$ cat src/rtl/core/asam_pkg.sv
`timescale 1ns / 1ps
// ----------------------------------------------------------------------------
// asam_pkg: shared types and constants of the affine address map
// Field widths, configuration register codes and the structs that travel
// between the configuration block and the pipeline stages.
// ----------------------------------------------------------------------------
package asam_pkg;

  // Field widths fixed by the interface.
  localparam int unsigned COORD_W    = 12;
  localparam int unsigned DIM_W      = 13;
  localparam int unsigned COEF_W     = 32;
  localparam int unsigned INDEX_W    = 24;
  localparam int unsigned CFG_IDX_W  = 3;

  // Internal datapath widths.
  // A centred coordinate lies in -2048..4095, the products stay below 2^43
  // in magnitude and the sum of two products plus the centre offset stays
  // below 2^45 for every supported fraction width.
  localparam int unsigned DELTA_W    = 14;
  localparam int unsigned PROD_W     = COEF_W + DELTA_W;
  localparam int unsigned ACC_W      = 48;
  localparam int unsigned IDX_FULL_W = 2 * DIM_W;

  // Configuration register indexes.
  typedef enum logic [CFG_IDX_W-1:0] {
    REG_IMAGE_WIDTH  = 3'd0,
    REG_IMAGE_HEIGHT = 3'd1,
    REG_COEF_XX      = 3'd2,
    REG_COEF_XY      = 3'd3,
    REG_COEF_YX      = 3'd4,
    REG_COEF_YY      = 3'd5
  } cfg_reg_e;

  // Configuration as seen by the datapath: clamped dimensions and halves.
  typedef struct packed {
    logic [DIM_W-1:0]  width;
    logic [DIM_W-1:0]  height;
    logic [DIM_W-1:0]  half_w;
    logic [DIM_W-1:0]  half_h;
    logic [COEF_W-1:0] coef_xx;
    logic [COEF_W-1:0] coef_xy;
    logic [COEF_W-1:0] coef_yx;
    logic [COEF_W-1:0] coef_yy;
  } cfg_t;

  // Transformed coordinate pair handed from the transform to the address stages.
  typedef struct packed {
    logic             valid;
    logic [ACC_W-1:0] tx;
    logic [ACC_W-1:0] ty;
  } xform_t;

endpackage

$ cat src/rtl/core/asam_cfg.sv
`timescale 1ns / 1ps
// ----------------------------------------------------------------------------
// asam_cfg: configuration registers
// Holds image size and matrix coefficients, clamps the dimensions and
// derives the integer image centre.
// ----------------------------------------------------------------------------
module asam_cfg #(
  parameter int unsigned MAX_DIM = 4096
) (
  input  logic                           clk_i,
  input  logic                           rst_ni,
  input  logic                           cfg_valid_i,
  output logic                           cfg_ready_o,
  input  logic [asam_pkg::CFG_IDX_W-1:0] cfg_index_i,
  input  logic [asam_pkg::COEF_W-1:0]    cfg_data_i,
  output asam_pkg::cfg_t                 cfg_o
);

  logic [asam_pkg::DIM_W-1:0]  width_q, height_q;
  logic [asam_pkg::COEF_W-1:0] coef_xx_q, coef_xy_q, coef_yx_q, coef_yy_q;
  logic [asam_pkg::DIM_W-1:0]  width_c, height_c;

  // Writes are always taken.
  assign cfg_ready_o = 1'b1;

  // Register file; an index beyond the list is ignored.
  always_ff @(posedge clk_i or negedge rst_ni) begin
    if (!rst_ni) begin
      width_q   <= asam_pkg::DIM_W'(4096);
      height_q  <= asam_pkg::DIM_W'(4096);
      coef_xx_q <= asam_pkg::COEF_W'(65536);
      coef_xy_q <= '0;
      coef_yx_q <= '0;
      coef_yy_q <= asam_pkg::COEF_W'(65536);
    end else if (cfg_valid_i) begin
      unique case (cfg_index_i)
        asam_pkg::REG_IMAGE_WIDTH:  width_q   <= cfg_data_i[asam_pkg::DIM_W-1:0];
        asam_pkg::REG_IMAGE_HEIGHT: height_q  <= cfg_data_i[asam_pkg::DIM_W-1:0];
        asam_pkg::REG_COEF_XX:      coef_xx_q <= cfg_data_i;
        asam_pkg::REG_COEF_XY:      coef_xy_q <= cfg_data_i;
        asam_pkg::REG_COEF_YX:      coef_yx_q <= cfg_data_i;
        asam_pkg::REG_COEF_YY:      coef_yy_q <= cfg_data_i;
        default: ;
      endcase
    end
  end

  // Dimensions above the supported maximum are clamped to it.
  assign width_c  = (32'(width_q) > MAX_DIM) ? asam_pkg::DIM_W'(MAX_DIM) : width_q;
  assign height_c = (32'(height_q) > MAX_DIM) ? asam_pkg::DIM_W'(MAX_DIM) : height_q;

  assign cfg_o.width   = width_c;
  assign cfg_o.height  = height_c;
  assign cfg_o.half_w  = width_c >> 1;
  assign cfg_o.half_h  = height_c >> 1;
  assign cfg_o.coef_xx = coef_xx_q;
  assign cfg_o.coef_xy = coef_xy_q;
  assign cfg_o.coef_yx = coef_yx_q;
  assign cfg_o.coef_yy = coef_yy_q;

endmodule

$ cat config.mk
export PLATFORM = sky130hd
export DESIGN_NAME = asam_cfg
export DESIGN_NICKNAME = d
export VERILOG_FILES = /design/src/rtl/core/asam_pkg.sv /design/src/rtl/core/asam_cfg.sv
export SDC_FILE = /design/constraint.sdc
export NUM_CORES = 1
export LEC_CHECK = 0
export BUFFER_PORTS_ARGS = -buffer_cell sky130_fd_sc_hd__clkbuf_2
export CORE_MARGIN = 10
export CORE_UTILIZATION = 53
export CTS_BUF_LIST = sky130_fd_sc_hd__clkbuf_16
export CTS_CLUSTER_SIZE = 25
export DETAILED_ROUTE_END_ITERATION = 10
export GPL_TIMING_DRIVEN = 0
export PLACE_DENSITY_LB_ADDON = 0.08
export SYNTH_ARGS = -nofsm -noshare
export SYNTH_HDL_FRONTEND = slang
export SYNTH_SLANG_ARGS = --single-unit
$ cat constraint.sdc
create_clock -name clk_i -period 2.2 [get_ports clk_i]
set_input_delay 0.22 -clock clk_i [delete_from_list [all_inputs] [get_ports clk_i]]
set_output_delay 0.22 -clock clk_i [all_outputs]
set_load 0.02 [all_outputs]
# Word-level counts from Yosys, hierarchy flattened
# Index checks and enable logic that the tools add are counted.
# op_classes
magnitude_cmp	2
n_eq_ne	5
n_mux	2
reduce_logical	7
# ops
cell	n
$gt 13x13->1 const B	2
$mux 13	2
$reduce_and 2->1	6
$eq 3x2->1 const B	2
$eq 3x3->1 const B	2
$eq 3x1->1 const B	1
$logic_not 3->1	1
# totals
reg_bits	154
input_bits	38

# Logic depth before layout (Yosys ltp)
# depth
ltp_word	2
depth_mapped	4
depth_no_buf	2

# Least setup slack after synthesis
# OpenSTA, ideal clock, no wires.
# synth_path
kind	reg-to-output
start	reg height_q[12] (netlist name)
end	out cfg_o[156] (netlist name)
t_arrival_ps	1165
required_ps	1980
setup_slack_ps	815
stages_incl_launch_ff	4
path_buffers	2
path_cell_list	dfstp_2 clkbuf_1 nor2b_1 buf_4
# synth_rtl
element	line	rtl
start, declared	asam_cfg.sv:19	logic [asam_pkg::DIM_W-1:0] width_q, height_q;
start signal, assigned	asam_cfg.sv:30	height_q <= asam_pkg::DIM_W'(4096);
start signal, assigned	asam_cfg.sv:38	asam_pkg::REG_IMAGE_HEIGHT: height_q <= cfg_data_i[asam_pkg::DIM_W-1:0];
end, declared	asam_cfg.sv:16	output asam_pkg::cfg_t cfg_o

==> flow_summary.rst <==
.. list-table::
   :header-rows: 1

   * - Metric
     - Value
   * - IR drop worst, VDD
     - 0.853 mV
   * - Total number of vias
     - 3906
   * - Number of global-route vias before repair
     - 4285
   * - Maximum fanout along the worst path
     - 14
   * - RSZ-0062 raised after global routing
     - no
   * - Max capacitance violation total
     - 0
   * - Mapped cell area
     - 0.00617 mm^2
   * - Total number of nets in the final design
     - 660
   * - Tot GR Track Use
     - 0.191
   * - Quantity of I/O buffers inserted on ports
     - 215
   * - Number of rows created at floorplan
     - 39
   * - Total of warnings raised by yosys
     - 0
   * - Clock sinks
     - 154
   * - Clock latency on the worst-skew pair
     - 0.42 ns
   * - Capture point of the worst reg-to-reg path
     - width_q[12]$_DFFE_PN1P_
   * - Required time reported for the critical path endpoint
     - 1.98 ns
   * - Hold Startpoint
     - cfg_data_i[18]
   * - Status
     - complete, no violations
   * - Setup skew after layout
     - 0 ns
   * - Number of setup violations in the final report
     - 0
   * - Worst-case reg-to-reg path depth
     - 1
   * - Final core area utilization
     - 0.713
   * - Gp weighted congestion
     - 0.755
   * - Crit path arrival time
     - 1.58 ns
   * - Antenna violations before repair
     - 0
   * - Static Leak
     - 4.06 nW
   * - Crit start category
     - register
   * - Most common library cell in the layout ignoring fill and taps
     - clkbuf_2
   * - Wire length of the first global-routing pass
     - 24100 um
   * - Post-detail-place hpwl
     - 11500 um
   * - Maximum buffer depth of the clock tree
     - 2
   * - Fin crit share
     - 0.818
   * - Slack of the worst reg-to-reg path
     - 1.23 ns
   * - DR WL/cell
     - 19.8 um
   * - Final hold violation count
     - 0
   * - Final slew viol count
     - 0
   * - Horizontal extent of the die
     - 128 um
   * - CTS resizes
     - 0
   * - Share of cells above drive strength 1
     - 0.649
   * - Layout Area Growth over Synthesis
     - 32.1%
   * - Iteration count of the initial detailed-routing pass
     - 4
   * - Count of buffers added by post-CTS timing repair for setup
     - 0
   * - Clock tree root buffer cell
     - clkbuf_16
   * - Most frequent cells in the layout
     - clkbuf_2 (214), dfrtp_1 (150), mux2_2 (117), mux2_1 (37), buf_4 (33)
   * - Post-synthesis register bit count
     - 154
   * - Number of fill cells in the layout
     - 808
   * - Number of different library cells in the post-synthesis netlist
     - 14
   * - Path type of the worst setup path
     - register to output port
   * - Total clock buffers created by CTS
     - 17
   * - Die height
     - 128 um
   * - Maximum number of pins on one net before global-route repair
     - 98
   * - Clock slew at the register clock pins of the worst setup and hold paths
     - 0.06 ns
   * - Final worst path period need
     - 1.80 ns
   * - Hold Path End
     - coef_yx_q[18]$_DFFE_PN0P_
   * - GRT overflow
     - 0
   * - Total routed wirelength
     - 15400 um
   * - Antenna cells
     - 0
   * - Number of nets with antenna violations after detailed routing
     - 0
   * - Post-Syn Area per Cell
     - 15.9 um^2
   * - Via/cell ratio
     - 5.02
   * - H-Tree Depth
     - 4
   * - Sequential-to-total area share from yosys stat
     - 0.626
   * - Post-Synthesis Cells
     - 387
   * - Clock tree from TritonCTS
     - done
   * - Peak clock frequency supported by timing
     - 0.555 GHz
   * - PD cells
     - 1220 mW/mm^2
   * - Kind of end point of the critical path
     - output port
   * - Die area
     - 0.0164 mm^2
   * - Post-detailed-route DRC marker count
     - 0
   * - Top-level I/O count
     - 219
   * - Initial standard-cell utilization of the core
     - 0.540
   * - Tightest Hold Check Type
     - input port to register
   * - Hold Path Stages
     - 2
   * - Count of routing violations after the opening detailed-route iteration
     - 129
   * - Worst hold slack across all endpoints
     - 0.0641 ns
   * - Core Footprint
     - 0.0114 mm^2
   * - Critical R2R Launch
     - width_q[12]$_DFFE_PN1P_
-- routing by layer --
layer,vias up,share of wire,GRT usage
met5,-,0,0
met4,0,0.016,0.0629
met3,19,0.11,0.100
met2,148,0.50,0.307
met1,1953,0.37,0.214
li1,1786,-,-
-- report_power, final --
group | switching, mW | internal [mW]
clock network | 1.10 | 2.22
registers | 0.344 | 3.47
logic | 1.67 | 1.11
-- synth_stat cells --
| cell type | n | area (um^2) |
|---|---|---|
| nor4b_4 | 1 | 23.8 |
| conb_1 | 2 | 7.51 |
| dfrtp_1 | 150 | 3750 |
| buf_8 | 3 | 45.0 |
| clkbuf_1 | 4 | 15.0 |
| buf_2 | 7 | 35.0 |
| mux2_1 | 37 | 417 |
| nor4bb_1 | 2 | 20.0 |
| nand4b_1 | 2 | 17.5 |
| dfstp_2 | 4 | 105 |
| buf_4 | 33 | 248 |
| mux2_2 | 117 | 1320 |
| and4bb_2 | 1 | 12.5 |
| nor2b_1 | 24 | 150 |
-- critical path, stage by stage (launching register included) --
cell      delay (ns)
dfstp_2         0.70
clkbuf_1        0.18
buf_4           0.12
clkbuf_2        0.16
-- area by class of cell --
| cell class | instances | area, um^2 | area share |
|---|---|---|---|
| multi-input combinational | 187 | 1970 | 0.242 |
| tap | 143 | 179 | 0.0220 |
| sequential | 154 | 3860 | 0.474 |
| buffer | 45 | 335 | 0.0412 |
| clock buffer | 17 | 425 | 0.0522 |
| clock inverter | 15 | 254 | 0.0312 |
| timing repair buffer | 217 | 1120 | 0.138 |
-- registers in the layout (all words and copies together), names as in the netlist --
name,cells
coef_yy_q,32
coef_xx_q,32
width_q,13
height_q,13
coef_yx_q,32
coef_xy_q,32
-- how the worst max path moves through the flow --
stage | from | endpoint | slack (ns) | depth (start not counted)
after floorplan | height_q[12]$_DFFE_PN1P_ | cfg_o[156] | 0.82 | 3
after global placement | rst_ni | coef_xx_q[15]$_DFFE_PN0P_ | -1.56 | 1
after detailed placement | height_q[12]$_DFFE_PN1P_ | cfg_o[156] | 0.52 | 4
after CTS | height_q[12]$_DFFE_PN1P_ | cfg_o[156] | 0.06 | 4
after global routing | width_q[12]$_DFFE_PN1P_ | cfg_o[179] | 0.32 | 3
final | width_q[12]$_DFFE_PN1P_ | cfg_o[179] | 0.40 | 3
-- kinds of logic after synthesis --
| logic type | share of synthesized area |
|---|---|
| mux | 0.281 |
| flops | 0.626 |
| buf+inv | 0.0556 |
| simple gates | 0.0363 |
| other cells | 0.00122 |
-- metrics by stage --
step	power, mW	setup TNS [ns]	worst slack [ns]	cells	cell area (um^2)
after global placement	6.60	-234.60	-1.56	746	7430
after detailed placement	6.70	0	0.524	747	7460
final	9.92	0	0.400	778	8140
after floorplan	5.53	0	0.815	388	6170
after CTS	10.0	0	0.0624	780	8150
after global routing	10.4	0	0.317	778	8140
-- what timing repair did --
action                     in CTS  in global routing
hold buffers                    1                  0
hold endpoints to repair       57                  0
setup endpoints to repair       0                  4
No activity file was read; power rests on OpenSTA's default activity.
