$ cat src/rtl/core/asam_pkg.sv
`timescale 1ns / 1ps
// ----------------------------------------------------------------------------
// asam_pkg: shared types and constants of the affine address map
// Field widths, configuration register codes and the structs that travel
// between the configuration block and the pipeline stages.
// ----------------------------------------------------------------------------
package asam_pkg;

  // Field widths fixed by the interface.
  localparam int unsigned COORD_W    = 12;
  localparam int unsigned DIM_W      = 13;
  localparam int unsigned COEF_W     = 32;
  localparam int unsigned INDEX_W    = 24;
  localparam int unsigned CFG_IDX_W  = 3;

  // Internal datapath widths.
  // A centred coordinate lies in -2048..4095, the products stay below 2^43
  // in magnitude and the sum of two products plus the centre offset stays
  // below 2^45 for every supported fraction width.
  localparam int unsigned DELTA_W    = 14;
  localparam int unsigned PROD_W     = COEF_W + DELTA_W;
  localparam int unsigned ACC_W      = 48;
  localparam int unsigned IDX_FULL_W = 2 * DIM_W;

  // Configuration register indexes.
  typedef enum logic [CFG_IDX_W-1:0] {
    REG_IMAGE_WIDTH  = 3'd0,
    REG_IMAGE_HEIGHT = 3'd1,
    REG_COEF_XX      = 3'd2,
    REG_COEF_XY      = 3'd3,
    REG_COEF_YX      = 3'd4,
    REG_COEF_YY      = 3'd5
  } cfg_reg_e;

  // Configuration as seen by the datapath: clamped dimensions and halves.
  typedef struct packed {
    logic [DIM_W-1:0]  width;
    logic [DIM_W-1:0]  height;
    logic [DIM_W-1:0]  half_w;
    logic [DIM_W-1:0]  half_h;
    logic [COEF_W-1:0] coef_xx;
    logic [COEF_W-1:0] coef_xy;
    logic [COEF_W-1:0] coef_yx;
    logic [COEF_W-1:0] coef_yy;
  } cfg_t;

  // Transformed coordinate pair handed from the transform to the address stages.
  typedef struct packed {
    logic             valid;
    logic [ACC_W-1:0] tx;
    logic [ACC_W-1:0] ty;
  } xform_t;

endpackage

$ cat src/rtl/core/asam_xform.sv
`timescale 1ns / 1ps
// ----------------------------------------------------------------------------
// asam_xform: centring, matrix multiply and accumulate
// Three pipeline stages: centre the destination coordinate, form the four
// products, then sum each row with the centre offset in fixed point.
// ----------------------------------------------------------------------------
module asam_xform #(
  parameter int unsigned FRAC_BITS = 16
) (
  input  logic                         clk_i,
  input  logic                         rst_ni,
  input  asam_pkg::cfg_t               cfg_i,
  input  logic                         in_valid_i,
  output logic                         in_ready_o,
  input  logic [asam_pkg::COORD_W-1:0] dest_x_i,
  input  logic [asam_pkg::COORD_W-1:0] dest_y_i,
  output asam_pkg::xform_t             xf_o,
  input  logic                         down_ready_i
);

  localparam int unsigned DW = asam_pkg::DELTA_W;
  localparam int unsigned PW = asam_pkg::PROD_W;
  localparam int unsigned AW = asam_pkg::ACC_W;

  logic                 en1, en2, en3;
  logic                 v1_q, v2_q, v3_q;
  logic signed [DW-1:0] dx1_q, dy1_q, dx_d, dy_d;
  logic signed [PW-1:0] pxx_q, pxy_q, pyx_q, pyy_q;
  logic signed [AW-1:0] tx_q, ty_q, tx_d, ty_d;
  logic signed [AW-1:0] bias_x, bias_y;

  // A stage advances when it is empty or the next stage advances.
  assign en3        = !v3_q || down_ready_i;
  assign en2        = !v2_q || en3;
  assign en1        = !v1_q || en2;
  assign in_ready_o = en1;

  // Stage 1: centre on the integer image halves.
  assign dx_d = $signed(DW'(dest_x_i)) - $signed(DW'(cfg_i.half_w));
  assign dy_d = $signed(DW'(dest_y_i)) - $signed(DW'(cfg_i.half_h));

  // Stage 3 inputs: the centre moved into the fixed-point domain.
  assign bias_x = $signed(AW'(cfg_i.half_w) << FRAC_BITS);
  assign bias_y = $signed(AW'(cfg_i.half_h) << FRAC_BITS);
  assign tx_d   = AW'(pxx_q) + AW'(pxy_q) + bias_x;
  assign ty_d   = AW'(pyx_q) + AW'(pyy_q) + bias_y;

  // Valid bits of the three stages.
  always_ff @(posedge clk_i or negedge rst_ni) begin
    if (!rst_ni) begin
      v1_q <= 1'b0;
      v2_q <= 1'b0;
      v3_q <= 1'b0;
    end else begin
      if (en1) v1_q <= in_valid_i;
      if (en2) v2_q <= v1_q;
      if (en3) v3_q <= v2_q;
    end
  end

  // Payload registers of the three stages.
  always_ff @(posedge clk_i) begin
    if (en1) begin
      dx1_q <= dx_d;
      dy1_q <= dy_d;
    end
    if (en2) begin
      pxx_q <= $signed(cfg_i.coef_xx) * dx1_q;
      pxy_q <= $signed(cfg_i.coef_xy) * dy1_q;
      pyx_q <= $signed(cfg_i.coef_yx) * dx1_q;
      pyy_q <= $signed(cfg_i.coef_yy) * dy1_q;
    end
    if (en3) begin
      tx_q <= tx_d;
      ty_q <= ty_d;
    end
  end

  assign xf_o.valid = v3_q;
  assign xf_o.tx    = tx_q;
  assign xf_o.ty    = ty_q;

endmodule

$ cat config.mk
export PLATFORM = sky130hd
export DESIGN_NAME = asam_xform
export DESIGN_NICKNAME = d
export VERILOG_FILES = /design/src/rtl/core/asam_pkg.sv /design/src/rtl/core/asam_xform.sv
export SDC_FILE = /design/constraint.sdc
export NUM_CORES = 2
export LEC_CHECK = 0
export BUFFER_PORTS_ARGS = -buffer_cell sky130_fd_sc_hd__buf_2
export CORE_MARGIN = 1.5
export CORE_UTILIZATION = 52
export CTS_CLUSTER_SIZE = 12
export DETAILED_ROUTE_END_ITERATION = 8
export GPL_ROUTABILITY_DRIVEN = 0
export PLACE_DENSITY_LB_ADDON = 0.12
export SLEW_MARGIN = 30
export SYNTH_ARGS = -nofsm -noshare
export SYNTH_HDL_FRONTEND = slang
export SYNTH_SLANG_ARGS = --single-unit
$ cat constraint.sdc
create_clock -name clk_i -period 9.6 [get_ports clk_i]
set_input_delay 1.92 -clock clk_i [delete_from_list [all_inputs] [get_ports clk_i]]
set_output_delay 1.92 -clock clk_i [all_outputs]
set_load 0.02 [all_outputs]
== Word-level counts from Yosys, hierarchy flattened ==
Cells that the tools add are included.
Operators by class
  reductions and logical operators: 6
  add/subtract/negate cells: 6
  multipliers: 4
Operators by type and width (number)
  multiplier 32 x 14 -> 46 bit: 4
  adder 47 x 30 -> 48 bit: 2
  adder 46 x 46 -> 47 bit: 2
  subtractor 12 x 13 -> 14 bit: 2
  logical NOT 1 bit: 3
  logical OR 1 bit: 3
Word-level totals
  flip-flop bits (word level): 311
  output and inout port bits: 98
  logic and storage cells: 27
  input port bits: 208

== Logic depth before layout (Yosys ltp) ==
  depth in word-level cells: 4
  mapped depth: 27

== Worst setup path before layout ==
OpenSTA, ideal clock, no wires.
  path kind: in2reg
  start point: in cfg_i[7] (netlist name)
  end point: reg pyy_q[38] (data pin)
  data arrival time: 7751 ps
  library setup time: 260 ps
  stages: 25
  path slack: 1589 ps
  path buffers: 1
  cell sequence: clkbuf_1 -> and2_1 -> fa_1 -> inv_1 -> fa_1 -> inv_1 -> fa_1 -> inv_1 -> fa_1 -> inv_1 -> fa_1 -> inv_1 -> fa_1 -> inv_1 -> ha_1 -> and3_1 -> a211oi_1 -> o21ai_0 -> a311oi_1 -> or2_1 -> o21ai_1 -> or4_1 -> a31o_1 -> a31oi_1 -> xnor2_1
On the way
  word-level cells in the longest chain between the ends: 1
RTL lines
  start, declared: line asam_xform.sv:12  | input asam_pkg::cfg_t cfg_i,
  multiplier 32 x 14 -> 46 bit: line asam_xform.sv:71  | pyy_q <= $signed(cfg_i.coef_yy) * dy1_q;
  end signal, assigned: line asam_xform.sv:71
  end, declared: line asam_xform.sv:28  | logic signed [PW-1:0] pxx_q, pxy_q, pyx_q, pyy_q;
Every way passes these cells.
A chain may end at the register's enable or synchronous reset.

== Worst setup path in the final report ==
  start point: in cfg_i[37] (netlist name)
  end point: reg pyx_q[42] (data pin)
On the way
  word-level cells in the longest chain between the ends: 1
RTL lines
  multiplier 32 x 14 -> 46 bit: line asam_xform.sv:70  | pyx_q <= $signed(cfg_i.coef_yx) * dx1_q;
  end signal, assigned: line asam_xform.sv:70
  end, declared: line asam_xform.sv:28
Every way passes these cells.

==> impl.org <==
** Min path
- Hold Path Stages :: 1
- Hold Path Class :: reg2reg
- Startpoint of the most critical hold path :: v1_q
- The worst hold path terminates at v2_q.

** GRT
- Via count of the first global-routing pass :: 60300
- First-pass GRT wire length :: between 300 and 400 mm
- The number of antenna violations at the first check in global routing is 10.
- Global route total overflow :: 0
- Total GRT Usage :: 0.271
- Entering global routing, the biggest net connects ~140 pins.

** Timing
- Unrepaired setup endpoints after global routing :: no
- Total Negative Setup Slacks :: 0 ps
- Between clock sinks in the finished design, the worst skew comes to approximately 38 ps.
- Final period util :: 0.860
- The count of final max-slew check failures came to 0.
- Slew Limit Headroom :: 0.298
- Final setup vio count :: 0
- Highest attainable clock frequency :: 121 MHz
- Final critical path time including I/O delays and setup :: about 8300 ps
- Final number of hold-violating endpoints :: 0
- Hold_ws :: ~480 ps
- Least setup slack across all paths after layout :: 1340 ps
- Slew @ Worst Pin :: around 1100 ps

** Layout
- The area growth from synthesis to layout is 5.36%.
- The multi-input combinational cells in the finished layout cover a total of approximately 60000 um2.
- Fillers :: about 14000
- In the layout the commonest cells are sky130_fd_sc_hd__inv_1, sky130_fd_sc_hd__fa_1, sky130_fd_sc_hd__nand2_1, sky130_fd_sc_hd__and2_1, sky130_fd_sc_hd__ha_1.
- FF+latch area :: roughly 9300 um2
- The finished cells cover a little over 80000 um2.
- Most frequent standard cell in the layout excluding fill and tap cells :: sky130_fd_sc_hd__inv_1
- Fraction of layout cells with a size suffix above 1 :: 0.0506
- For this run, the post-layout net count is around 11000.

** CTS
- Maximum level of the CTS H-tree :: 2
- PostCTS Resize Cnt :: 0
- In this run the post-CTS setup repair buffer count came out at 0.
- In this run the deepest clock path goes through 3 buffers.
- Clock latency reported for the late side of the worst-skew pair :: 560 ps
- CTS placed an instance of sky130_fd_sc_hd__clkbuf_16 at the clock tree root.
- TritonCTS Sinks :: slightly above 300
- Total of hold buffers inserted after clock tree synthesis :: 0
- CTS tree :: done
- Clock transition at path regs :: around 60 ps
- In this run, CTS created clock tree buffers numbering 34.

** Run
- The tool flagged a number of max-cap violations equal to 0.

** Drt
- For this block, wires on met1 add up to 80.5 mm.
- The first detailed-routing pass took 8 iterations.
- Via density :: ~5.4
- Met3 WL post-DR :: 13.6 mm
- Count of nets left with antenna violations after detail routing :: 0
- Number of vias after detailed routing :: approximately 55000
- Detailed route wirelength on metal2 :: between 90 and 100 mm
- Average wire per cell in the routed design :: slightly below 20 um
- Total DRC errors in the routed layout :: 0
- Number of DRC markers after the initial detailed-route iteration :: ~3000
- Highest metal layer with signal wires :: met4
- Detailed Route WL :: about 200 mm

** Floorplan
- For this configuration, the core starts out at a cell density of 0.525.
- Die Y :: slightly below 400 um
- In this run the standard cell core region covers around 150000 um2.
- Die outline area :: 152000 um2
- Die extent in x :: between 300 and 400 um
- Number of primary I/O pins :: approximately 300
- Placement row count :: about 140

** Logic synthesis
- The share of synthesized area in the top cell type comes to 0.431.
- Share of flip-flops with an asynchronous set or reset after synthesis :: 0.00965
- For this run, the leading register cell type out of synthesis is sky130_fd_sc_hd__edfxtp_1.
- In this run the mean area of a mapped cell was between 9 and 10 um2.
- Of all cell types, the one taking the most synthesized area is sky130_fd_sc_hd__fa_1.
- After synthesis, the cell types taking the most area are sky130_fd_sc_hd__fa_1, sky130_fd_sc_hd__edfxtp_1, sky130_fd_sc_hd__ha_1.
- Total standard cell area after synthesis :: about 78000 um2
- In the synthesized netlist, the number of instances is 8199.
- The synthesized design contains slightly above 300 enable-type register cells.
- Yosys warning count :: 0
- In this run, synthesis produced a sequential element count of a little over 300.
- When the netlist entered floorplanning its net count stood at around 11000.
- Sequential cell area fraction in the yosys report :: 0.120
- Number of unique standard cell types used by synthesis :: 79

** Critical path
- Longest individual stage delay on the worst path :: 530 ps
- For flop-to-flop paths, the worst setup slack is roughly 1800 ps.
- Worst-case reg-to-reg path depth :: 24
- For the worst setup path, the data required time is 9880 ps.
- CP arrival :: around 8500 ps
- STA classifies the critical path endpoint as a flip-flop.
- Critical Path Start Type :: input pin
- CP cell instances :: buf_2 -> and2_1 -> fa_1 -> inv_1 -> fa_1 -> inv_1 -> fa_1 -> fa_1 -> fa_1 -> inv_1 -> fa_1 -> inv_1 -> ha_1 -> and4_1 -> and2_1 -> nand4_1 -> a31oi_1 -> o2111ai_1 -> o311ai_1 -> nand4_1 -> a21oi_1 -> a21o_1 -> a21oi_1 -> xnor2_1
- Family with the most delay on the worst path :: adder cells
- Of all nets on the critical path, the largest fanout is 14.
- Slowest cell on crit path :: sky130_fd_sc_hd__fa_1
- Together, buffers and inverters on the worst path number 5.
- Among the stages of the critical path, the cell type that occurs most often is sky130_fd_sc_hd__fa_1.
- The worst register-to-register path ends at pyx_q[42].
- The startpoint identified for the worst register-to-register timing path is dx1_q[3].
- The critical path in this run is classified as in2reg.

** Placed design
- Minimum setup slack after placement :: just over 800 ps
- Area post-placement :: roughly 81000 um2
- Port buffering added 279 buffers.
- Post-DP HPWL :: ~160 mm

** Run status
- Outcome :: finished, final reports clean
flip-flops by register name, indices dropped and copies added, names as in the netlist:
| name | flops |
|---|---|
| pyx_q | 46 |
| v3_q | 1 |
| ty_q | 48 |
| v2_q | 1 |
| tx_q | 48 |
| v1_q | 1 |
| pxy_q | 46 |
| pxx_q | 46 |
| dx1_q | 14 |
| pyy_q | 46 |
| dy1_q | 14 |
area by class of cell:
class / instances / area share
clock buffers: 42 / 0.0109
repair buffers: 348 / 0.0249
multi-input cells: 5658 / 0.733
clock inverters: 12 / 0.00191
diodes: 7 / 0.000214
well taps: 1930 / 0.0295
flip-flops and latches: 311 / 0.114
inverters: 1868 / 0.0856
worst reg2reg max path: cells and delay by family, from the launching register on:
kind | cells | cell delay, ps
adders and majority gates | 7 | 3120
AOI/OAI and AO/OA | 6 | 1710
and+or+nand+nor | 5 | 940
DFF | 1 | 930
buffers and inverters | 5 | 690
xor gates and xnor gates | 1 | 140
worst max path at each step:
stage	cells past startpoint	startpoint	to	slack (ps)
floorplan	25	cfg_i[7]	pyy_q[38]	1590
global placement	24	cfg_i[37]	pyx_q[43]	870
detailed placement	24	cfg_i[37]	pyx_q[43]	820
CTS	24	cfg_i[37]	pyx_q[43]	1350
global route	23	cfg_i[40]	pyx_q[42]	900
finish	24	cfg_i[37]	pyx_q[42]	1340
cell families (layout without fill, tap and decap cells):
group,Yosys count,in the layout,share of synthesized area
and+or+nand+nor,2321,2321,0.148
adders and majority gates,2268,2268,0.527
buffers and inverters,2230,2270,0.108
AOI/OAI and AO/OA,777,777,0.0644
DFF,311,311,0.120
xor gates and xnor gates,291,291,0.0328
muxes,1,1,0.000129
other,0,7,0
synth_stat cells (37+ instances only):
master and count:
sky130_fd_sc_hd__edfxtp_1 308, sky130_fd_sc_hd__nand3_1 41, sky130_fd_sc_hd__o21ai_0 84, sky130_fd_sc_hd__xor2_1 84
sky130_fd_sc_hd__nand2b_1 65, sky130_fd_sc_hd__a21oi_1 253, sky130_fd_sc_hd__o21ai_1 68, sky130_fd_sc_hd__fa_1 1674
sky130_fd_sc_hd__nor2_1 232, sky130_fd_sc_hd__nand2_1 954, sky130_fd_sc_hd__and2_1 856, sky130_fd_sc_hd__inv_1 1865
sky130_fd_sc_hd__ha_1 594, sky130_fd_sc_hd__a21o_1 138, sky130_fd_sc_hd__nand4_1 37, sky130_fd_sc_hd__xnor2_1 207
sky130_fd_sc_hd__clkbuf_1 348
routing by layer:
layer | up-vias | track usage
met5 | - | 0
met4 | 0 | 0.0570
met3 | 246 | 0.0434
met2 | 1469 | 0.478
met1 | 28600 | 0.353
li1 | 24700 | -
per-stage QoR:
step | instances | utilization
after detailed placement | 10100 | 0.546
after floorplan | 8199 | -
final | 10200 | 0.553
after global placement | 10100 | 0.546
after CTS | 10200 | 0.553
after global routing | 10200 | 0.553
Power is left out: the tool's default activity adds up to more than one toggle a clock period on the data nets, which glitch-free logic cannot reach.
