==> src/rtl/core/asam_pkg.sv <==
`timescale 1ns / 1ps
// ----------------------------------------------------------------------------
// asam_pkg: shared types and constants of the affine address map
// Field widths, configuration register codes and the structs that travel
// between the configuration block and the pipeline stages.
// ----------------------------------------------------------------------------
package asam_pkg;

  // Field widths fixed by the interface.
  localparam int unsigned COORD_W    = 12;
  localparam int unsigned DIM_W      = 13;
  localparam int unsigned COEF_W     = 32;
  localparam int unsigned INDEX_W    = 24;
  localparam int unsigned CFG_IDX_W  = 3;

  // Internal datapath widths.
  // A centred coordinate lies in -2048..4095, the products stay below 2^43
  // in magnitude and the sum of two products plus the centre offset stays
  // below 2^45 for every supported fraction width.
  localparam int unsigned DELTA_W    = 14;
  localparam int unsigned PROD_W     = COEF_W + DELTA_W;
  localparam int unsigned ACC_W      = 48;
  localparam int unsigned IDX_FULL_W = 2 * DIM_W;

  // Configuration register indexes.
  typedef enum logic [CFG_IDX_W-1:0] {
    REG_IMAGE_WIDTH  = 3'd0,
    REG_IMAGE_HEIGHT = 3'd1,
    REG_COEF_XX      = 3'd2,
    REG_COEF_XY      = 3'd3,
    REG_COEF_YX      = 3'd4,
    REG_COEF_YY      = 3'd5
  } cfg_reg_e;

  // Configuration as seen by the datapath: clamped dimensions and halves.
  typedef struct packed {
    logic [DIM_W-1:0]  width;
    logic [DIM_W-1:0]  height;
    logic [DIM_W-1:0]  half_w;
    logic [DIM_W-1:0]  half_h;
    logic [COEF_W-1:0] coef_xx;
    logic [COEF_W-1:0] coef_xy;
    logic [COEF_W-1:0] coef_yx;
    logic [COEF_W-1:0] coef_yy;
  } cfg_t;

  // Transformed coordinate pair handed from the transform to the address stages.
  typedef struct packed {
    logic             valid;
    logic [ACC_W-1:0] tx;
    logic [ACC_W-1:0] ty;
  } xform_t;

endpackage

==> src/rtl/core/asam_addr.sv <==
`timescale 1ns / 1ps
// ----------------------------------------------------------------------------
// asam_addr: truncation, bounds test and linear index
// Two pipeline stages: truncate toward zero and test against the image,
// then form the linear pixel index into the output register.
// ----------------------------------------------------------------------------
module asam_addr #(
  parameter int unsigned FRAC_BITS = 16
) (
  input  logic                         clk_i,
  input  logic                         rst_ni,
  input  asam_pkg::cfg_t               cfg_i,
  input  asam_pkg::xform_t             xf_i,
  output logic                         up_ready_o,
  output logic                         out_valid_o,
  input  logic                         out_stall_i,
  output logic [asam_pkg::COORD_W-1:0] source_x_o,
  output logic [asam_pkg::COORD_W-1:0] source_y_o,
  output logic [asam_pkg::INDEX_W-1:0] source_index_o,
  output logic                         inside_res_o
);

  localparam int unsigned AW = asam_pkg::ACC_W;
  localparam int unsigned SW = AW - FRAC_BITS;
  localparam int unsigned NW = asam_pkg::DIM_W;
  localparam int unsigned IW = asam_pkg::IDX_FULL_W;
  localparam logic [AW-1:0] RND = AW'((64'd1 << FRAC_BITS) - 64'd1);

  logic          en4, en5;
  logic          v4_q, v5_q;
  logic [AW-1:0] tbx, tby;
  logic [SW-1:0] sx, sy;
  logic          in_x, in_y, inside_d;
  logic [NW-1:0] sx4_q, sy4_q;
  logic          inside4_q;
  logic [IW-1:0] idx_d;
  logic [asam_pkg::COORD_W-1:0] sx5_q, sy5_q;
  logic [asam_pkg::INDEX_W-1:0] idx5_q;
  logic          inside5_q;

  // Output register frees when it is empty or its transaction completes.
  assign en5        = !v5_q || !out_stall_i;
  assign en4        = !v4_q || en5;
  assign up_ready_o = en4;

  // Stage 4: a negative value is biased up first so the shift rounds toward zero.
  assign tbx = xf_i.tx + (xf_i.tx[AW-1] ? RND : '0);
  assign tby = xf_i.ty + (xf_i.ty[AW-1] ? RND : '0);
  assign sx  = tbx[AW-1:FRAC_BITS];
  assign sy  = tby[AW-1:FRAC_BITS];

  // Bounds test against the clamped image size.
  assign in_x     = !sx[SW-1] && (sx < SW'(cfg_i.width));
  assign in_y     = !sy[SW-1] && (sy < SW'(cfg_i.height));
  assign inside_d = in_x && in_y;

  // Stage 5: linear index of the source pixel.
  assign idx_d = IW'(sy4_q) * IW'(cfg_i.width) + IW'(sx4_q);

  // Valid bits of both stages.
  always_ff @(posedge clk_i or negedge rst_ni) begin
    if (!rst_ni) begin
      v4_q <= 1'b0;
      v5_q <= 1'b0;
    end else begin
      if (en4) v4_q <= xf_i.valid;
      if (en5) v5_q <= v4_q;
    end
  end

  // Payload registers; an outside source is carried as all zeros.
  always_ff @(posedge clk_i) begin
    if (en4) begin
      sx4_q     <= inside_d ? sx[NW-1:0] : '0;
      sy4_q     <= inside_d ? sy[NW-1:0] : '0;
      inside4_q <= inside_d;
    end
    if (en5) begin
      sx5_q     <= sx4_q[asam_pkg::COORD_W-1:0];
      sy5_q     <= sy4_q[asam_pkg::COORD_W-1:0];
      idx5_q    <= idx_d[asam_pkg::INDEX_W-1:0];
      inside5_q <= inside4_q;
    end
  end

  assign out_valid_o    = v5_q;
  assign source_x_o     = sx5_q;
  assign source_y_o     = sy5_q;
  assign source_index_o = idx5_q;
  assign inside_res_o   = inside5_q;

endmodule

==> config.mk <==
export PLATFORM = sky130hd
export DESIGN_NAME = asam_addr
export DESIGN_NICKNAME = d
export VERILOG_FILES = /design/src/rtl/core/asam_pkg.sv /design/src/rtl/core/asam_addr.sv
export SDC_FILE = /design/constraint.sdc
export NUM_CORES = 1
export LEC_CHECK = 0
export BUFFER_PORTS_ARGS = -buffer_cell sky130_fd_sc_hd__buf_2
export CAP_MARGIN = 40
export CORE_ASPECT_RATIO = 0.8
export CORE_MARGIN = 5
export CORE_UTILIZATION = 55
export CTS_BUF_LIST = sky130_fd_sc_hd__clkbuf_16
export CTS_CLUSTER_DIAMETER = 50
export DETAILED_ROUTE_END_ITERATION = 10
export MAX_ROUTING_LAYER = met4
export PLACE_DENSITY = 0.84
export SLEW_MARGIN = 0
export SYNTH_ARGS = -nofsm -noshare
export SYNTH_HDL_FRONTEND = slang
export SYNTH_SLANG_ARGS = --single-unit
==> constraint.sdc <==
create_clock -name clk_i -period 11.8 [get_ports clk_i]
set_input_delay 1.77 -clock clk_i [delete_from_list [all_inputs] [get_ports clk_i]]
set_output_delay 1.77 -clock clk_i [all_outputs]
set_load 0.01 [all_outputs]
# Word level (Yosys, flattened, before mapping)
# Cells that the tools add are included.
[word_totals] register_bits=78 in_bits=280 output_inout_bits=51 word_cells=27
[op_classes] addsub=3 n_mul=1 n_lt_le_gt_ge=2 n_mux=2 n_reduce_logical=10
[op_table] operator="$add A48 B16 Y48" count=2
[op_table] operator="$lt A32 B13 Y1" count=2
[op_table] operator="$mux W16" count=2
[op_table] operator="$add A24 B13 Y24" count=1
[op_table] operator="$mul A13 B13 Y24" count=1
[op_table] operator="$logic_not A1 Y1" count=5
[op_table] operator="$logic_and A1 B1 Y1" count=3
[op_table] operator="$logic_or A1 B1 Y1" count=2

# Logic depth before layout (Yosys ltp)
# Gate-level depths: netlist (run 1).
[logic_depth] depth_word=5 ltp_mapped=24

# Worst setup path before layout (run 1)
# Ideal clock, no wire load.
[synth_timing] kind="input -> register" startpoint="input port cfg_i[169] in the netlist's numbering" endpoint="register idx5_q (netlist bit source_index_o[23]), data pin" setup_ps=260 arrival_ps=7397 setup_slack_ps=4143 path_stages=22 path_cell_list="clkbuf_1 -> and2_1 -> fa_1 -> inv_1 -> fa_1 -> inv_1 -> fa_1 -> fa_1 -> fa_1 -> inv_1 -> fa_1 -> inv_1 -> ha_1 -> and3_1 -> o31ai_1 -> or4b_1 -> o221ai_2 -> o21ai_1 -> o21a_1 -> a21o_1 -> a21oi_1 -> xnor2_1"
[synth_between] elab_chain_len=2
[synth_lines] element="start: declaration" line="asam_addr.sv:12" text="input asam_pkg::cfg_t cfg_i,"
[synth_lines] element="$mul A13 B13 Y24" line="asam_addr.sv:58" text="assign idx_d = IW'(sy4_q) * IW'(cfg_i.width) + IW'(sx4_q);"
[synth_lines] element="$add A24 B13 Y24" line="asam_addr.sv:58"
[synth_lines] element="net idx_d[23]" line="asam_addr.sv:36" text="logic [IW-1:0] idx_d;"
[synth_lines] element="end signal: assignment" line="asam_addr.sv:81" text="idx5_q <= idx_d[asam_pkg::INDEX_W-1:0];"
[synth_lines] element="end: declaration" line="asam_addr.sv:38" text="logic [asam_pkg::INDEX_W-1:0] idx5_q;"
# The timed path passes the listed nets, and every way through them passes these cells.
# A chain may end at the register's enable or synchronous reset.

# Final worst setup path (run 1)
[layout_timing] startpoint="input port cfg_i[170] in the netlist's numbering" endpoint="register idx5_q (netlist bit source_index_o[19]), data pin"
# The elaborated chain is that of the path after synthesis.

==> parameters.txt, run 1 <==
Parameter                              Value

Place
  HPWL after detailed placement    around 23000 um
  Count of placed standard cells including taps    1551
  Area after detailed placement    0.0122 mm^2
  Count of port buffers added during placement    176
  Placer's final routability congestion estimate    1.02

CTS
  Buffer type at the clock tree root    sky130_fd_sc_hd__clkbuf_16
  Clock tree from TritonCTS    done
  Maximum clock path buffer count    2
  Num CTS Buffers    9
  Number of buffers added to fix hold violations after cts    0
  Setup Fix Bufs, Post-CTS    0
  Number of gates resized after CTS    0
  Skew-Pair Late Insertion Delay    0.36 ns
  Clock-pin slew on the worst setup and hold paths    roughly 0.07 ns
  Htree depth    3
  Total number of clock tree sinks    78

Critical path
  R2R cell count    23
  Family of cells with the greatest summed delay on the critical path    adder cells
  Critical Path Fanout Max    14
  Slowest stage delay, CP    0.53 ns
  Cell depth of the worst setup path    24
  Sequence of cells on the critical path    buf_2 -> and2_1 -> fa_1 -> inv_1 -> fa_1 -> inv_1 -> fa_1 -> inv_1 -> fa_1 -> inv_1 -> fa_1 -> inv_1 -> fa_1 -> inv_1 -> ha_1 -> and3_1 -> o31ai_1 -> or4b_1 -> o221ai_2 -> o21ai_1 -> o31ai_1 -> nand2b_1 -> a21oi_1 -> xnor2_1
  WP data arrival    slightly above 8 ns
  Library cell contributing the largest single delay on the critical path    sky130_fd_sc_hd__fa_1
  Reg2Reg Launch Point    sy4_q[5]
  Critical Path Sink Type    flip-flop
  Type of origin of the critical path    primary input
  End point of the critical path    source_index_o[19]
  Worst R2R Setup Slack    4.74 ns
  First element of the critical path    cfg_i[170]
  Required time of the critical path    11.90 ns
  Endpoint of the lowest-slack register-to-register path    source_index_o[19]
  Category of the most critical setup path    primary input to flip-flop
  Number of buffers and inverters on the critical path    7

Floorplanning
  Die height    137 um
  Number of top-level pins    between 300 and 400
  Die span in x    ~170 um
  Total die area    0.0231 mm^2
  Cell row count    46
  Initial core utilization    55.9%
  Core area    0.0198 mm^2

Global route
  All-layer global routing usage    a little over a quarter
  Number of global-route vias before repair    9207
  Wire length of the first global-routing pass    46700 um
  Maximum number of pins on one net before global-route repair    51
  Grt ovf    0
  Initial antenna violation count    7

Route
  Initial detailed-routing violation count    606
  Routed vias    8818
  Routed wire per std cell    ~18 um
  Number of detailed-route iterations in the first pass    5
  Antenna-violating nets left    0
  DRC Markers    0
  Final Routed Wirelength    between 20000 and 30000 um
  Detail-routed via count per cell    5.60

Synthesis
  Number of flops mapped to enable cells by yosys    76
  Sequential element share of the synthesized area    approximately a fifth
  Biggest area contributors in the synthesized netlist    sky130_fd_sc_hd__fa_1 (23%), sky130_fd_sc_hd__edfxtp_1 (21%), sky130_fd_sc_hd__ha_1 (15%)
  Syn nets    1682
  Yosys reg bits    78
  Synth Instances    approximately 1100
  Main synth FF type    sky130_fd_sc_hd__edfxtp_1
  Post-synthesis cell type with the largest combined area    sky130_fd_sc_hd__fa_1
  Fraction of registers with async set/reset    2.56%
  Most used standard cell by instance count after synthesis    sky130_fd_sc_hd__inv_1
  Synthesized area divided by synthesized cell count    9.71 um^2
  Total standard cell area after synthesis    0.0111 mm^2
  Yosys Warn Count    0
  Post-synth cell types    70
  Post-synth top cells    sky130_fd_sc_hd__inv_1 (186), sky130_fd_sc_hd__ha_1 (133), sky130_fd_sc_hd__fa_1 (129)
  Area share of the largest cell type after synthesis    between 20% and 30%

Timing
  Slew Limit Fails    0
  Final setup violation count    0
  Setup repair after global routing missed its margin    false
  Final period utilization    67.3%
  Count of endpoints failing hold in the final timing report    0
  Setup Total Neg Slack    0 ns
  Normalized max-slew margin    54.4%
  Worst clock skew on the final layout    0.00912 ns
  Post-layout min period    7.94 ns
  Fmax    126 MHz
  Transition time of the tightest slew-check pin    between 0.6 and 0.7 ns

Power
  Lkg Pwr    between 6 and 7 nW
  Worst-case vdd ir drop    0.101 mV
  Cell area power density    119 mW/mm^2

Layout
  Net total in the final layout    1840
  Fraction of final layout cells sized beyond drive strength 1    between 10% and 20%
  Non-Filler Instances    around 1600
  Synth-to-Final Area Change    13.1%
  Final cell utilization of the core    63.3%
  Summed area of non-filler cells in the final layout    about 0.013 mm^2

Run
  Max-capacitance violation count    0

Outcome
  Status    complete, no violations

Hold path
  Worst hold-check path type    flip-flop to flip-flop
worst reg2reg max path, stage by stage, from the launching register on:
cell and delay [ns]:
sky130_fd_sc_hd__edfxtp_1 0.64, sky130_fd_sc_hd__and2_1 0.27, sky130_fd_sc_hd__fa_1 0.53, sky130_fd_sc_hd__inv_1 0.05, sky130_fd_sc_hd__fa_1 0.53, sky130_fd_sc_hd__inv_1 0.05
sky130_fd_sc_hd__fa_1 0.50, sky130_fd_sc_hd__inv_1 0.05, sky130_fd_sc_hd__fa_1 0.48, sky130_fd_sc_hd__inv_1 0.06, sky130_fd_sc_hd__fa_1 0.53, sky130_fd_sc_hd__inv_1 0.06
sky130_fd_sc_hd__fa_1 0.49, sky130_fd_sc_hd__inv_1 0.04, sky130_fd_sc_hd__ha_1 0.34, sky130_fd_sc_hd__and3_1 0.19, sky130_fd_sc_hd__o31ai_1 0.29, sky130_fd_sc_hd__or4b_1 0.50
sky130_fd_sc_hd__o221ai_2 0.21, sky130_fd_sc_hd__o21ai_1 0.22, sky130_fd_sc_hd__o31ai_1 0.38, sky130_fd_sc_hd__nand2b_1 0.10, sky130_fd_sc_hd__a21oi_1 0.19, sky130_fd_sc_hd__xnor2_1 0.09
state kept, by name (all words and copies together), names as in the netlist:
name	flops
source_y_o	12
sx4_q	13
source_index_o	24
sy4_q	13
out_valid_o	1
source_x_o	12
inside4_q	1
v4_q	1
inside_res_o	1
placed cells by master, fill, tap and decap left out, types with 6 or more instances in the layout:
| master | instances |
|---|---|
| sky130_fd_sc_hd__a211oi_1 | 7 |
| sky130_fd_sc_hd__a21o_1 | 7 |
| sky130_fd_sc_hd__a21oi_1 | 45 |
| sky130_fd_sc_hd__and2_1 | 97 |
| sky130_fd_sc_hd__and3_1 | 8 |
| sky130_fd_sc_hd__buf_2 | 176 |
| sky130_fd_sc_hd__clkbuf_16 | 9 |
| sky130_fd_sc_hd__diode_2 | 7 |
| sky130_fd_sc_hd__edfxtp_1 | 76 |
| sky130_fd_sc_hd__fa_1 | 129 |
| sky130_fd_sc_hd__ha_1 | 133 |
| sky130_fd_sc_hd__inv_1 | 186 |
| sky130_fd_sc_hd__nand2_1 | 117 |
| sky130_fd_sc_hd__nand2b_1 | 6 |
| sky130_fd_sc_hd__nand3_1 | 26 |
| sky130_fd_sc_hd__nand4_1 | 19 |
| sky130_fd_sc_hd__nor2_1 | 40 |
| sky130_fd_sc_hd__nor3_1 | 14 |
| sky130_fd_sc_hd__nor3b_1 | 9 |
| sky130_fd_sc_hd__nor3b_2 | 18 |
| sky130_fd_sc_hd__o21a_1 | 10 |
| sky130_fd_sc_hd__o21ai_0 | 20 |
| sky130_fd_sc_hd__xnor2_1 | 39 |
| sky130_fd_sc_hd__xor2_1 | 17 |
stage by stage:
step | hold WS, ns | power, mW | setup slack, ns
2_1_floorplan | 0.400 | 0.982 | 4.14
3_3_place_gp | 0.408 | 1.16 | 3.55
3_5_place_dp | 0.407 | 1.19 | 3.50
4_1_cts | 0.423 | 1.50 | 3.88
5_1_grt | 0.439 | 1.63 | 3.46
6_report | 0.421 | 1.49 | 3.86
layout make-up:
| cell class | instances | area (um^2) |
|---|---|---|
| multi-input combinational | 842 | 7900 |
| fill | 1600 | 7280 |
| sequential | 78 | 2330 |
| timing repair buffer | 181 | 938 |
| inverter | 186 | 698 |
| tap | 264 | 330 |
| clock buffer | 9 | 225 |
| clock inverter | 7 | 78.8 |
| antenna | 7 | 17.5 |
routing by layer:
metal,up-vias,part of all wire [%],track usage [%]
li1,4105,-,-
met1,4224,40,33.1
met2,414,45,41.9
met3,75,9.3,5.98
met4,0,5.5,13.0
met5,-,0,-
how the worst min path moves through the flow:
| stage | depth (start not counted) | from | slack [ns] | to |
|---|---|---|---|---|
| 2_1_floorplan | 0 | inside4_q | 0.40 | inside_res_o |
| 3_3_place_gp | 0 | inside4_q | 0.41 | inside_res_o |
| 3_5_place_dp | 0 | inside4_q | 0.41 | inside_res_o |
| 4_1_cts | 0 | inside4_q | 0.42 | inside_res_o |
| 5_1_grt | 0 | inside4_q | 0.44 | inside_res_o |
| 6_report | 0 | inside4_q | 0.42 | inside_res_o |
report_power, final:
group	internal, mW	switching [mW]
Clock	0.167	0.130
Sequential	0.385	0.0252
Combinational	0.340	0.444
Total	0.891	0.600
cell families after synthesis:
kind of cell	count (synthesis)	synth area share [%]
AO/OA/AOI/OAI	135	8.38
XOR/XNOR	56	4.43
adder cells (fa/ha/maj)	262	38.4
buffers and inverters	220	7.69
flip-flops	78	21.1
multiplexers	3	0.271
AND/OR/NAND/NOR	386	19.8
Note: power is estimated with default switching activity, not from simulation.
==> run 2, diff against run 1 <==
- ABC_AREA: not set -> 1
- CORE_UTILIZATION: 55 -> 51
- PLACE_DENSITY: 0.84 -> 0.8
- clock period: 11.8 -> 6.9 ns (I/O delays scaled with it)
==> run 2 against run 1 <==
Against the previous run: worst setup slack got worse by 3.4 ns; clock skew increased by 0.0044 ns; combinational power increased by 96%; non-clock buffer count increased by 6; synthesized area increased by 22%; register-to-register slack got worse by 4.0 ns; sequential cell count unchanged; worst hold slack improved by 0.0064 ns; via count increased by 45%.
==> parameters.txt, run 2 <==
Parameter                              Value

Layout
  Synth-to-Final Area Change    12.1%
  Net total in the final layout    2670 (+45%)
  Area of combinational cells with multiple inputs    0.00923 mm^2 (+17%)
  Footprint of the flip-flops and latches    0.00233 mm^2 (unchanged)
  Most frequent standard cell in the layout excluding fill and tap cells    sky130_fd_sc_hd__nand2_1
  Fill cell count    2517 (+57%)
  Fraction of final layout cells sized beyond drive strength 1    12.1% (-6.4 points)
  Max reg flops    24 (unchanged)
  Commonest cells after routing, fill and taps aside    sky130_fd_sc_hd__nand2_1 (604), sky130_fd_sc_hd__inv_1 (484), sky130_fd_sc_hd__buf_2 (176), sky130_fd_sc_hd__nor2_1 (152), sky130_fd_sc_hd__ha_1 (133)
  Diode insertion count for antenna repair    0 (-7)
  Summed area of non-filler cells in the final layout    0.0151 mm^2 (+21%)

CTS
  Number of buffers added to fix hold violations after cts    0 (unchanged)
  Num CTS Buffers    9 (unchanged)
  Total number of clock tree sinks    78 (unchanged)
  Number of gates resized after CTS    0 (unchanged)
  Htree depth    3 (unchanged)
  Maximum clock path buffer count    2 (unchanged)
  Buffer type at the clock tree root    sky130_fd_sc_hd__clkbuf_16
  Clock tree from TritonCTS    done
  Skew-Pair Late Insertion Delay    0.35 ns (about the same)
  Setup Fix Bufs, Post-CTS    0 (unchanged)
  Clock-pin slew on the worst setup and hold paths    0.07 ns (about the same)

Critical path
  Library cell contributing the largest single delay on the critical path    sky130_fd_sc_hd__fa_1
  Critical Path Fanout Max    8 (-6)
  WP data arrival    6.49 ns (-1.56 ns)
  Critical Path Sink Type    flip-flop
  Required time of the critical path    6.99 ns (-4.91 ns)
  First element of the critical path    cfg_i[170]
  Most frequent CP cell    sky130_fd_sc_hd__inv_1
  Category of the most critical setup path    primary input to flip-flop
  Slowest stage delay, CP    0.54 ns (about the same)
  Reg2Reg Launch Point    sy4_q[6]
  Family of cells with the greatest summed delay on the critical path    adder cells
  Type of origin of the critical path    primary input
  Number of buffers and inverters on the critical path    9 (+2)

Floorplanning
  Total die area    0.0299 mm^2 (+29%)
  Initial core utilization    51.6% (-4.4 points)
  Die height    156 um (+14%)
  Cell row count    53 (+15%)
  Die span in x    192 um (+14%)
  Core area    0.0262 mm^2 (+32%)
  Number of top-level pins    331 (unchanged)

Global route
  Wire length of the first global-routing pass    62300 um (+33%)
  Grt ovf    0 (unchanged)
  Initial antenna violation count    0 (-7)
  Number of global-route vias before repair    12465 (+35%)
  Maximum number of pins on one net before global-route repair    38 (-25%)
  All-layer global routing usage    26.8% (+0.11 points)

Run
  Max-capacitance violation count    0 (unchanged)

Timing
  Setup repair after global routing missed its margin    false
  Count of endpoints failing hold in the final timing report    0 (unchanged)
  Normalized max-slew margin    54.8% (+0.38 points)
  Worst clock skew on the final layout    0.0135 ns (+0.00439 ns)
  Final setup violation count    0 (unchanged)
  Transition time of the tightest slew-check pin    0.678 ns (-0.000470 ns)
  Setup Total Neg Slack    0 ns (unchanged)
  Fmax    156 MHz
  Final period utilization    between 90% and 100%
  Post-layout min period    6.40 ns
  Slew Limit Fails    0 (unchanged)

Synthesis
  Main synth FF type    sky130_fd_sc_hd__edfxtp_1
  Xor/xnor cell area share of the yosys netlist    2.59% (-1.8 points)
  Synthesized area divided by synthesized cell count    6.90 um^2 (-29%)
  Biggest area contributors in the synthesized netlist    sky130_fd_sc_hd__fa_1 (19%), sky130_fd_sc_hd__edfxtp_1 (17%), sky130_fd_sc_hd__nand2_1 (17%)
  Most used standard cell by instance count after synthesis    sky130_fd_sc_hd__nand2_1
  Yosys Warn Count    0 (unchanged)
  Fraction of registers with async set/reset    2.56% (unchanged)
  Yosys reg bits    78 (unchanged)
  Number of flops mapped to enable cells by yosys    76 (unchanged)
  Fraction of the mapped netlist area in adder cells    31.4% (-6.9 points)
  Area share of the largest cell type after synthesis    19.1% (-4.2 points)
  Share of the synthesized area in compound gates (AO/OA/AOI/OAI)    3.83% (-4.6 points)
  Synth Instances    1958 (+72%)
  Post-synth top cells    sky130_fd_sc_hd__nand2_1 (605), sky130_fd_sc_hd__inv_1 (483), sky130_fd_sc_hd__nor2_1 (152)
  Post-synth cell types    35 (-50%)
  Portion of netlist area occupied by mux cells    0% (-0.27 points)
  Largest family of logic cells by synthesized area    adder cells
  Total standard cell area after synthesis    0.0135 mm^2 (+22%)
  Post-synthesis cell type with the largest combined area    sky130_fd_sc_hd__fa_1
  Sequential element share of the synthesized area    17.3% (-3.8 points)
  Post-synthesis simple-gate area fraction    30.5% (+11 points)
  Syn nets    2500 (+49%)

Route
  Routed vias    12767 (+45%)
  Metal1 wirelength    17600 um (+54%)
  Highest signal layer in the routed design    met4
  Routed wire per std cell    15.6 um (-15%)
  DRC Markers    0 (unchanged)
  Number of detailed-route iterations in the first pass    5 (unchanged)
  Initial detailed-routing violation count    818 (+35%)
  Met2 Routed Length    17400 um (+33%)
  Antenna-violating nets left    0 (unchanged)
  Sum of met3 wire segment lengths after detailed routing    2850 um (+6.0%)
  Detail-routed via count per cell    5.13 (-8.5%)
  Final Routed Wirelength    38700 um (+34%)

Hold path
  Worst hold-check path type    flip-flop to flip-flop
  Launch instance of the worst min-delay path    inside4_q

Outcome
  Status    complete, no violations

Power
  Worst-case vdd ir drop    0.161 mV (+59%)
  Cell area power density    183 mW/mm^2 (+53%)
  Lkg Pwr    9.00 nW (+48%)

Place
  Area after detailed placement    0.0148 mm^2 (+21%)
  Placer's final routability congestion estimate    0.978 (-4.3%)
  HPWL after detailed placement    32700 um (+39%)
  Count of port buffers added during placement    176 (unchanged)
-- run 2: cell types whose count changed in the layout (fill, tap and decap cells not counted), sizes merged, moves of 12 or more --
cell / change
xor2: +12
nor3: +12
xnor2: -28
nor2: +139
nor3b: -27
nand2: +489
inv: +300
nand3: +75
and2: -93
-- run 2: worst register-to-register path, stage by stage (launching register included) --
cell and delay [ns]:
sky130_fd_sc_hd__edfxtp_1 0.56, sky130_fd_sc_hd__nand2_1 0.12, sky130_fd_sc_hd__inv_1 0.06, sky130_fd_sc_hd__fa_1 0.49, sky130_fd_sc_hd__inv_1 0.05, sky130_fd_sc_hd__fa_1 0.53, sky130_fd_sc_hd__inv_1 0.05, sky130_fd_sc_hd__fa_1 0.50
sky130_fd_sc_hd__inv_1 0.05, sky130_fd_sc_hd__fa_1 0.47, sky130_fd_sc_hd__inv_1 0.05, sky130_fd_sc_hd__fa_1 0.54, sky130_fd_sc_hd__inv_1 0.06, sky130_fd_sc_hd__fa_1 0.49, sky130_fd_sc_hd__inv_1 0.04, sky130_fd_sc_hd__ha_1 0.34
sky130_fd_sc_hd__a21oi_1 0.20, sky130_fd_sc_hd__o21ai_0 0.11, sky130_fd_sc_hd__inv_1 0.09, sky130_fd_sc_hd__nand2_1 0.08, sky130_fd_sc_hd__a21boi_0 0.29, sky130_fd_sc_hd__o21ai_0 0.18, sky130_fd_sc_hd__a21oi_1 0.22, sky130_fd_sc_hd__o21ai_0 0.13
sky130_fd_sc_hd__xor2_1 0.15
-- run 2: final timing paths --
path / endpoint / slack (ns) / cells past startpoint
max reg2reg: source_index_o[21] / 0.78 / 24
max in group asynchronous: out_valid_o / 6.34 / 1
min reg2reg: inside_res_o / 0.43 / 0
min: inside_res_o / 0.43 / 0
max: source_index_o[21] / 0.50 / 25
min in group asynchronous: v4_q / 0.46 / 1
-- run 2: metal layers --
metal | GRT usage [%] | vias to the layer above
met1 | 38.1 | 5903
met4 | 6.19 | 0
met2 | 42.1 | 546
met3 | 2.51 | 58
met5 | - | -
li1 | - | 6260
-- run 2: report_power, final --
group,total (mW),internal [mW],leakage [nW],switching (mW)
Clock,0.521,0.319,0.158,0.203
Combinational,1.54,0.603,8.01,0.938
Sequential,0.702,0.661,0.831,0.0414
-- run 2: cell families after synthesis --
kind of cell    count (synthesis)
simple gates                  970
flops                          78
xor+xnor                       40
fa+ha+maj                     262
buf+inv                       514
compound gates                 94
-- run 2: through the flow --
step                      worst slack (ns)  util [%]  std cells  total power, mW  hold slack, ns
final                                0.499      57.8       2490             2.76           0.428
after global routing                 0.140      57.8       2490             3.02           0.440
after CTS                            0.521      57.8       2490             2.77           0.431
after detailed placement             0.181      56.5       2474             2.22           0.415
after global placement               0.262      56.5       2473             2.17           0.410
after floorplan                      0.550         -       1958             1.80           0.400
-- run 2: layout make-up --
cell class	count	share of cell area [%]
clock buffers	9	1.49
flip-flops and latches	78	15.4
clock inverters	7	0.645
well taps	357	2.95
multi-input cells	1366	61.0
repair buffers	187	6.45
inverters	486	12.1
